## config.mk

```make
export PLATFORM = sky130hd
export DESIGN_NAME = config_store_allocator_top
export DESIGN_NICKNAME = d
export VERILOG_FILES = /design/src/design/csa_pkg.sv /design/src/design/csa_cell.sv /design/src/design/config_store_allocator_top.sv
export SDC_FILE = /design/constraint.sdc
export NUM_CORES = 2
export LEC_CHECK = 0
export BUFFER_PORTS_ARGS = -buffer_cell sky130_fd_sc_hd__buf_2
export CAP_MARGIN = 10
export CELL_PAD_IN_SITES_DETAIL_PLACEMENT = 0
export CELL_PAD_IN_SITES_GLOBAL_PLACEMENT = 1
export CORE_MARGIN = 2
export CORE_UTILIZATION = 40
export DETAILED_ROUTE_END_ITERATION = 8
export GPL_TIMING_DRIVEN = 0
export PLACE_DENSITY = 0.7
export SETUP_SLACK_MARGIN = 0.4
export SLEW_MARGIN = 20
export SYNTH_ARGS = -nofsm -noshare
export SYNTH_HDL_FRONTEND = slang
export SYNTH_SLANG_ARGS = --single-unit
```

## constraint.sdc

```tcl
create_clock -name clk -period 203.4 [get_ports clk]
set_clock_uncertainty 0.2 [all_clocks]
set_input_delay 61.02 -clock clk [delete_from_list [all_inputs] [get_ports clk]]
set_output_delay 61.02 -clock clk [all_outputs]
set_load 0.05 [all_outputs]
```

## src/design/csa_pkg.sv

```systemverilog
// Package for the configuration store allocator.
// Entry type, command codes and helpers; no dependencies.
package csa_pkg;

    localparam int TABLE_ENTRIES = 32;
    localparam int IDX_W = $clog2(TABLE_ENTRIES + 1);
    localparam logic [16:0] REGION_RESET = 17'h01000;
    localparam logic [16:0] REGION_MAX = 17'h10000;

    localparam logic [1:0] CMD_MOVE   = 2'd0;
    localparam logic [1:0] CMD_APPEND = 2'd1;
    localparam logic [1:0] CMD_CLEAR  = 2'd2;
    localparam logic [1:0] CMD_REJECT = 2'd3;

    typedef struct packed {
        logic [23:0] key;
        logic [15:0] offset;
        logic [15:0] length;
    } entry_t;

    // Cell control, broadcast to every cell of the row.
    typedef struct packed {
        logic        shift;    // rotate the row one place toward cell 0
        logic        load;     // on a shift, a cell with is_head set takes the input entry
    } cell_ctrl_t;

    function automatic logic [16:0] pad8(input logic [15:0] len);
        logic [16:0] s;
        s = {1'b0, len} + 17'd7;
        return {s[16:3], 3'b000};
    endfunction

endpackage

```

## src/design/csa_cell.sv

```systemverilog
// One entry cell of the rotating table row.
// Depends on csa_pkg.
module csa_cell (
    input  logic            clk,
    input  csa_pkg::cell_ctrl_t ctrl,
    input  csa_pkg::entry_t prev,
    input  csa_pkg::entry_t load_data,
    input  logic            is_head,
    output csa_pkg::entry_t data
);
    import csa_pkg::*;

    entry_t data_reg;

    // Rotate from the neighbor; the head cell may instead take a new entry.
    always_ff @(posedge clk)
    begin
        if (ctrl.shift)
        begin
            if (is_head && ctrl.load)
                data_reg <= load_data;
            else
                data_reg <= prev;
        end
    end

    assign data = data_reg;
endmodule

```

## src/design/config_store_allocator_top.sv

```systemverilog
// Top level of the configuration store allocator.
// Depends on csa_pkg and csa_cell.
// The first result of a request leaves once the lookup pass and the decision are
// done; compaction moves, the append and the clear follow in that order, and a result held by stall_out holds the pass.
// A new request is taken only in the idle state, after the lookup, compaction and
// update passes of the last one; stall_in is high until then.
// Reset clears entry count, write offset and sets region_size to 4096.
module config_store_allocator_top (
    input  logic        clk,
    input  logic        rst_n,
    input  logic        cfg_we,
    input  logic [16:0] cfg_wdata,
    input  logic        valid_in,
    output logic        stall_in,
    input  logic [7:0]  page_id,
    input  logic [7:0]  elem_id,
    input  logic [7:0]  event_kind,
    input  logic [15:0] byte_length,
    output logic        valid_out,
    input  logic        stall_out,
    output logic [1:0]  command,
    output logic [15:0] source_offset,
    output logic [15:0] target_offset,
    output logic [16:0] padded_length,
    output logic        overflow,
    output logic        last
);
    import csa_pkg::*;

    localparam logic [2:0] ST_IDLE  = 3'd0;
    localparam logic [2:0] ST_FIND  = 3'd1;
    localparam logic [2:0] ST_DEC   = 3'd2;
    localparam logic [2:0] ST_PACK  = 3'd3;
    localparam logic [2:0] ST_APP   = 3'd4;
    localparam logic [2:0] ST_CLR   = 3'd5;
    localparam logic [2:0] ST_INS   = 3'd6;

    localparam logic [IDX_W-1:0] FULL = IDX_W'(TABLE_ENTRIES);

    // Row of cells; cell 0 is the head, cell i takes cell i+1 on a shift.
    // Live entries sit in cells 0..count-1 in key order; a full rotation of
    // count steps restores the order.
    entry_t     cells [TABLE_ENTRIES];
    entry_t     head_in;
    cell_ctrl_t ctrl;
    logic [IDX_W-1:0] rot_len;

    genvar g;
    generate
        for (g = 0; g < TABLE_ENTRIES; g++)
        begin : g_cell
            entry_t prev_d;
            // cell rot_len-1 closes the ring; new entries come in there through head_in
            always_comb
            begin
                if (IDX_W'(g) == rot_len - 1'b1)
                    prev_d = head_in;
                else if (g == TABLE_ENTRIES - 1)
                    prev_d = cells[0];
                else
                    prev_d = cells[(g + 1) % TABLE_ENTRIES];
            end
            csa_cell u_cell (
                .clk(clk), .ctrl(ctrl), .prev(prev_d),
                .load_data(head_in), .is_head(1'b0), .data(cells[g])
            );
        end
    endgenerate

    logic [2:0]       state_reg, state_next;
    logic [16:0]      region_reg;
    logic [IDX_W-1:0] count_reg, count_next;
    logic [16:0]      wofs_reg, wofs_next;
    logic [IDX_W-1:0] step_reg, step_next;
    logic [23:0]      key_reg;
    logic [15:0]      len_reg;
    logic             found_reg, found_next;
    logic             ins_reg, ins_next;   // new entry already placed
    logic [16:0]      packed_reg, packed_next;
    logic [15:0]      old_ofs_reg, old_ofs_next;
    logic [15:0]      old_len_reg, old_len_next;
    // Head entry leaving the ring; after an insert it re-enters behind the new entry
    entry_t           hold_reg;

    logic        out_v_reg;
    logic [1:0]  o_cmd_reg, o_cmd;
    logic [15:0] o_src_reg, o_src, o_tgt_reg, o_tgt;
    logic [16:0] o_len_reg, o_len;
    logic        o_ovf_reg, o_ovf, o_last_reg, o_last, emit;

    logic        out_free;
    logic [16:0] plen, region, el;
    logic [17:0] sum;
    entry_t      h;

    assign out_free = !out_v_reg || !stall_out;
    assign plen     = pad8(len_reg);
    assign region   = (region_reg > REGION_MAX) ? REGION_MAX : region_reg;
    assign sum      = {1'b0, wofs_reg} + {1'b0, plen};
    assign h        = cells[0];
    assign el       = pad8(h.length);
    assign stall_in = (state_reg != ST_IDLE);

    always_comb
    begin
        state_next   = state_reg;
        count_next   = count_reg;
        wofs_next    = wofs_reg;
        step_next    = step_reg;
        found_next   = found_reg;
        ins_next     = ins_reg;
        packed_next  = packed_reg;
        old_ofs_next = old_ofs_reg;
        old_len_next = old_len_reg;
        ctrl         = '0;
        head_in      = h;
        rot_len      = count_reg;
        emit   = 1'b0;
        o_cmd  = CMD_MOVE;
        o_src  = '0;
        o_tgt  = '0;
        o_len  = '0;
        o_ovf  = 1'b0;
        o_last = 1'b0;
        case (state_reg)
            ST_IDLE:
            begin
                step_next  = '0;
                found_next = 1'b0;
                ins_next   = 1'b0;
                if (valid_in)
                    state_next = ST_FIND;
            end
            // full rotation; note matching entry
            ST_FIND:
            begin
                if (step_reg == count_reg)
                begin
                    state_next = ST_DEC;
                    step_next  = '0;
                end
                else
                begin
                    ctrl.shift = 1'b1;
                    step_next  = step_reg + 1'b1;
                    if (h.key == key_reg)
                    begin
                        found_next   = 1'b1;
                        old_ofs_next = h.offset;
                        old_len_next = h.length;
                    end
                end
            end
            ST_DEC:
            begin
                packed_next = '0;
                if (!found_reg && count_reg >= FULL)
                begin
                    if (out_free)
                    begin
                        emit = 1'b1; o_cmd = CMD_REJECT; o_last = 1'b1;
                        state_next = ST_IDLE;
                    end
                end
                else if (sum > {1'b0, region})
                    state_next = ST_PACK;
                else
                    state_next = ST_APP;
            end
            // compaction, one move per entry in key order
            ST_PACK:
            begin
                if (step_reg == count_reg)
                begin
                    wofs_next  = packed_reg;
                    state_next = ST_APP;
                    step_next  = '0;
                end
                else if (out_free)
                begin
                    emit  = 1'b1;
                    o_cmd = CMD_MOVE; o_src = h.offset;
                    o_tgt = packed_reg[15:0]; o_len = el;
                    head_in = entry_t'{h.key, packed_reg[15:0], h.length};
                    ctrl.shift = 1'b1;
                    if (h.key == key_reg)
                        old_ofs_next = packed_reg[15:0];
                    packed_next = packed_reg + el;
                    step_next   = step_reg + 1'b1;
                end
            end
            ST_APP:
            begin
                if (out_free)
                begin
                    emit  = 1'b1;
                    o_cmd = CMD_APPEND; o_tgt = wofs_reg[15:0]; o_len = plen;
                    if (sum > {1'b0, region} || wofs_reg[16])
                    begin
                        o_ovf = 1'b1; o_last = 1'b1;
                        state_next = ST_IDLE;
                    end
                    else
                    begin
                        o_last = !found_reg;
                        state_next = found_reg ? ST_CLR : ST_INS;
                        step_next  = '0;
                    end
                end
            end
            ST_CLR:
            begin
                if (out_free)
                begin
                    emit  = 1'b1;
                    o_cmd = CMD_CLEAR; o_tgt = old_ofs_reg;
                    o_len = pad8(old_len_reg); o_last = 1'b1;
                    state_next = ST_INS;
                end
            end
            // one rotation: replace the entry or insert it in key order
            ST_INS:
            begin
                rot_len = found_reg ? count_reg : count_reg + 1'b1;
                if (step_reg == rot_len)
                begin
                    count_next = rot_len;
                    wofs_next  = sum[16:0];
                    state_next = ST_IDLE;
                end
                else
                begin
                    ctrl.shift = 1'b1;
                    step_next  = step_reg + 1'b1;
                    if (found_reg)
                    begin
                        if (h.key == key_reg)
                            head_in = entry_t'{key_reg, wofs_reg[15:0], len_reg};
                    end
                    else if (ins_reg)
                    begin
                        // entries after the new one re-enter through hold_reg;
                        // the spare slot at the end of the ring is dropped
                        head_in = hold_reg;
                    end
                    else if (step_reg == count_reg || h.key > key_reg)
                    begin
                        // place new entry; the head waits in hold_reg
                        head_in  = entry_t'{key_reg, wofs_reg[15:0], len_reg};
                        ins_next = 1'b1;
                        ctrl.load = 1'b1;
                    end
                end
            end
            default: state_next = ST_IDLE;
        endcase
    end

    always_ff @(posedge clk or negedge rst_n)
    begin
        if (!rst_n)
        begin
            state_reg  <= ST_IDLE;
            region_reg <= REGION_RESET;
            count_reg  <= '0;
            wofs_reg   <= '0;
            out_v_reg  <= 1'b0;
        end
        else
        begin
            state_reg <= state_next;
            count_reg <= count_next;
            wofs_reg  <= wofs_next;
            if (cfg_we)
                region_reg <= cfg_wdata;
            if (emit)
                out_v_reg <= 1'b1;
            else if (!stall_out)
                out_v_reg <= 1'b0;
        end
    end

    always_ff @(posedge clk)
    begin
        if (state_reg == ST_IDLE && valid_in)
        begin
            key_reg <= {page_id, elem_id, event_kind};
            len_reg <= byte_length;
        end
        step_reg    <= step_next;
        found_reg   <= found_next;
        ins_reg     <= ins_next;
        packed_reg  <= packed_next;
        old_ofs_reg <= old_ofs_next;
        old_len_reg <= old_len_next;
        if (ctrl.shift)
            hold_reg <= h;
        if (emit)
        begin
            o_cmd_reg  <= o_cmd;
            o_src_reg  <= o_src;
            o_tgt_reg  <= o_tgt;
            o_len_reg  <= o_len;
            o_ovf_reg  <= o_ovf;
            o_last_reg <= o_last;
        end
    end

    assign valid_out     = out_v_reg;
    assign command       = o_cmd_reg;
    assign source_offset = o_src_reg;
    assign target_offset = o_tgt_reg;
    assign padded_length = o_len_reg;
    assign overflow      = o_ovf_reg;
    assign last          = o_last_reg;
endmodule
```

## Word-level counts from Yosys, hierarchy flattened

Index checks and enable logic that the tools add are counted.
Widths: inputs -> output; s select.

| storage, ports and cells | value |
|---|---|
| flip-flop bits (word level) | 2042 |
| bits in latches | 0 |
| memory bits (writable) | 0 |
| ROM bits | 0 |
| input port bits | 62 |
| output and inout bits | 55 |
| logic and storage cells | 331 |
| memories kept | 0 |

| cells by class | value |
|---|---|
| add/subtract/negate cells | 8 |
| multiply operators | 0 |
| divide/modulo/power cells | 0 |
| order comparisons | 4 |
| equal/unequal tests | 57 |
| shift operators | 0 |
| mux-type cells | 112 |
| bitwise operators | 3 |
| reduce and logical (&&, ||, !) cells | 29 |

Operator list:

| kind | number |
|---|---|
| $mux 56 | 37 |
| $mux 17 | 9 |
| $mux 16 | 9 |
| $pmux 56 s2 | 1 |
| $eq 5x6->1 const A | 16 |
| $pmux 17 s2 | 2 |
| $mux 32 | 2 |
| $add 16x3->17 const B | 3 |
| $pmux 17 s3 | 1 |
| $eq 4x6->1 const A | 8 |
| $mux 6 | 8 |
| $pmux 16 s3 | 1 |
| $pmux 16 s2 | 1 |
| $mux 3 | 10 |
| $pmux 6 s5 | 1 |
| $ne 2x2->1 const B | 14 |
| $eq 24x24->1 | 1 |
| $eq 3x6->1 const A | 4 |
| $gt 24x24->1 | 1 |
| $pmux 3 s7 | 1 |
| $add 17x17->18 | 1 |
| $gt 18x17->1 | 1 |
| $mux 1 | 18 |
| $add 17x17->17 | 1 |
| other kinds (32) | 62 |

## Longest topological paths before layout

| depth | value |
|---|---|
| depth in word-level cells | 8 |
| gate-level depth with buffers | 21 |
| gate-level depth less buffers | 20 |

## Modules after synthesis

From an unflattened synthesis, not the netlist that was laid out.

| second synthesis, totals | value |
|---|---|
| cell total of the unflattened synthesis | 9561 |
| area total of the unflattened synthesis | 115908.7 sq um |

Modules (own cells, without submodules):

| module | instances | cells each | area an instance (sq um) |
|---|---|---|---|
| csa_cell | 32 | 119 | 2527.4 |
| config_store_allocator_top | 1 | 5753 | 35031.1 |

## Worst setup path before layout

No wires, ideal clock.

| timing | value |
|---|---|
| kind | input-to-reg |
| start | in stall_out |
| end | reg g_cell[0].u_cell.data_reg (netlist bit g_cell[0].u_cell.data[0]) (enable) |
| arrival | 189887 ps |
| data required time | 196563 ps |
| slack | 6676 ps |
| stages on the path | 5 |
| buffers on the path | 1 |
| cell sequence | and2_1 > clkbuf_1 > nand2_1 > nand2_1 > o21ai_0 |

RTL lines:

| item | line | source |
|---|---|---|
| start, declared | config_store_allocator_top.sv:20 | `input logic stall_out,` |
| end signal, assigned | csa_cell.sv:21 | `data_reg <= load_data;` |
| end signal, assigned | csa_cell.sv:23 | `data_reg <= prev;` |
| end, declared | csa_cell.sv:13 | `entry_t data_reg;` |

==> impl_metrics.tcl <==
set metrics [dict create \
    gr-usage-all-layers_pct 23.04 \
    hold_class "register to register" \
    drc 0 \
    ctsResizeCount 0 \
    syn_area_per_cell_um2 11.77 \
    gp_congestion 0.9144 \
    reg2regPathDepth 21 \
    port_buffers 112 \
    synth_top_area_share_pct 67.78 \
    worstMarginPinSlew_ps 1251 \
    cp-end-kind "register" \
    peakVddDrop_v 0.00001003 \
    multi_input_area_um2 24480 \
    wl_um 261900 \
    path_max_fanout 26 \
    postRouteAntennaNets 0 \
    nNetsFinal 8059 \
    ios 117 \
    grt_first_pass_wirelength_um 379600 \
    crit_cells 17 \
    die_w_um 473.7 \
    crit_required_ps 203780 \
    initial_core_util_pct 40.20 \
    holdPathStages 2 \
    grt_start_max_net_pins 42 \
    power_frac_comb_pct 36.2 \
    p_switching_mw 0.7559 \
    wl_per_cell_um 23.86 \
    core_um2 219500 \
    syn2layout_area_growth_pct 15.36 \
    cts_tree "yes" \
    period_minus_slack_ps 64370 \
    rows 172 \
    drt-vias-per-instance 5.417 \
    crit_slowest_cell "o21ai_4" \
    yosys_register_bits 2033 \
    placed_area_um2 95110 \
    startpoint_type "input port" \
    ctsHoldBuffers 0 \
    grt_pass1_vias 56740 \
    cts_buffers 207 \
    min_from "g_cell[23].u_cell.data[47]" \
    drv_cap 0 \
    relSlewSlack_pct 16.58 \
    dpl.cell_count 10590 \
    syn_area_um2 88250 \
    antenna_found_initial 27 \
    ys_types 97 \
    critical-path-max-stage-delay_ps 550 \
    cts.htree.levels 4 \
    die_h_um 473.7 \
    p_leak_nw 38.41 \
    drive_gt1_share_pct 10.49 \
    cts.clk_slew.worst_paths_ps 60 \
    grt_remaining_overflow 0 \
    rrSetupSlack_ps 196690 \
    pwr-share-seq_pct 44.8 \
    p_int_mw 1.224 \
    worstSetupPathType "input port to register" \
    path_cells "buf_2, and2_1, clkbuf_1, nand2_1, nand2_1, o21ai_4, buf_16, buf_16, buf_16, buf_16, buf_8, buf_16, buf_16, buf_16, buf_16, buf_16, buf_16" \
    seq_area_frac_synth_pct 68.95 \
    cts_root_buf "clkbuf_16" \
    critPathArrivalTime_ps 64750 \
    rsz0062_at_grt "false" \
    layout.cells.non_filler 10980 \
    die-area_um2 224400 \
    status "finished clean" \
    fin_crit_sh_pct 31.65 \
    fmax_mhz 15.53 \
    synth_edf_count 1992 \
    clockBufferDepth 3 \
    switching_share_pct 38.18 \
    path_common_cell "buf_16" \
    powerDensity_nw_per_um2 19.45 \
    largest_register_ffs 1792 \
    clkSinkCount 2033 \
    final_area_um2 101800 \
    nFillCells 19700 \
    r2r-end "step_reg[1]" \
    fin_setup_tns_ps 0 \
    clock_latency_ps 880 \
    drt_first_pass_iters 8 \
    register_area_um2 60840 \
    final_max_slew_viol_count 0 \
    ys.flop_type "edfxtp_1" \
    timing.rr.start "len_reg[3]" \
    dp.final_hpwl_um 193900 \
    hold_violations 0 \
    syn_inst 7500 \
    ys_warn_count 0 \
    whs_endpoint "g_cell[22].u_cell.data[47]" \
    first_iter_violations 6953 \
    vias 59470 \
    synth_largest_area_cell "edfxtp_1" \
    yosys-top-cells-area "edfxtp_1 (68%), nand2_1 (8.2%), o21ai_0 (6.1%), o21ai_1 (3.9%), clkbuf_1 (1.9%)" \
    p_clk_share_pct 19.0 \
    crit_family "buffers and inverters" \
    critPathBufInv 13 \
    setup_violations 0 \
    post_cts_buffers 0 \
    async_flop_share_pct 2.017 \
]
placed cells by master (no fill, tap or decap), types with 49 or more instances in the layout:
master / n
edfxtp_1: 1992
nand2_1: 1933
o21ai_0: 1073
o21ai_1: 693
clkbuf_1: 489
buf_2: 254
clkbuf_16: 209
nor2_1: 158
a21oi_1: 120
buf_16: 84
ha_1: 70
xnor2_1: 52
clkinv_1: 49
per-layer routing:
metal | GRT usage [%] | vias to the layer above | part of all wire [%]
met4 | 8.798 | 2 | 3.5
met5 | 0 | - | 0.0038
li1 | - | 28060 | -
met3 | 3.660 | 414 | 7.5
met1 | 32.73 | 28620 | 44
met2 | 35.56 | 2366 | 45
cell type report:
type	count	share of cell area, %
buffer	655	2.882
antenna	14	0.03441
clock inverter	124	1.228
sequential	2033	59.77
timing repair buffer	214	3.052
clock buffer	253	5.309
tap	2871	3.529
inverter	43	0.1585
multi-input combinational	4771	24.04
stage by stage:
step | power, mW | hold slack [ps] | utilization [%] | setup WS [ps]
after floorplan | 2.597 | 243.0 | - | 6676
after global placement | 3.309 | 294.1 | 42.10 | -37320
after detailed placement | 1.596 | 305.9 | 43.33 | 138230
after CTS | 1.979 | 302.0 | 46.36 | 139160
after global routing | 2.084 | 322.9 | 46.36 | 138950
final | 1.980 | 304.0 | 46.38 | 139030
tightest hold or removal path, stage by stage (launching register included):
cell	delay, ps
edfxtp_1	320
nand2_1	40
o21ai_0	50
cell usage after synthesis (32+ instances only):
master and number:
nand2_1 1933, dfrtp_1 40, a22oi_1 33, xnor2_1 52, a21oi_1 121, clkbuf_1 446, nor2_1 169, edfxtp_1 1992
and2_1 42, nand3_1 48, buf_6 32, buf_2 143, ha_1 70, o21ai_2 42, o21ai_0 1077, inv_1 42
o21ai_1 692
power by group through the flow:
| stage | combinational [mW] | sequential (mW) | clock [mW] |
|---|---|---|---|
| after floorplan | 0.377 | 2.22 | 0 |
| after CTS | 0.712 | 0.885 | 0.382 |
| after detailed placement | 0.708 | 0.888 | 0 |
| after global placement | 0.617 | 2.69 | 0 |
| after global routing | 0.782 | 0.904 | 0.398 |
| final | 0.718 | 0.886 | 0.376 |
cells by family (layout without fill, tap and decap cells):
group,Yosys count,count (layout),share of synthesized area [%]
and+or+nand+nor,2326,2326,10.61
xor gates and xnor gates,79,79,0.8011
other,1,17,0.004249
AOI/OAI and AO/OA,2233,2233,14.39
DFF,2033,2033,68.95
buffers and inverters,698,1289,3.508
adders and majority gates,72,72,1.038
muxes,58,58,0.7060
worst max path at each step:
stage              start                    endpoint  slack [ps]
2_1_floorplan  stall_out    g_cell[0].u_cell.data[0]        6680
3_3_place_gp   stall_out   g_cell[5].u_cell.data[46]      -37320
3_5_place_dp   stall_out  g_cell[20].u_cell.data[45]      138230
4_1_cts        stall_out  g_cell[20].u_cell.data[43]      139160
5_1_grt        stall_out  g_cell[20].u_cell.data[43]      138950
6_report       stall_out  g_cell[20].u_cell.data[43]      139030
Power figures use the tool's default switching activity.
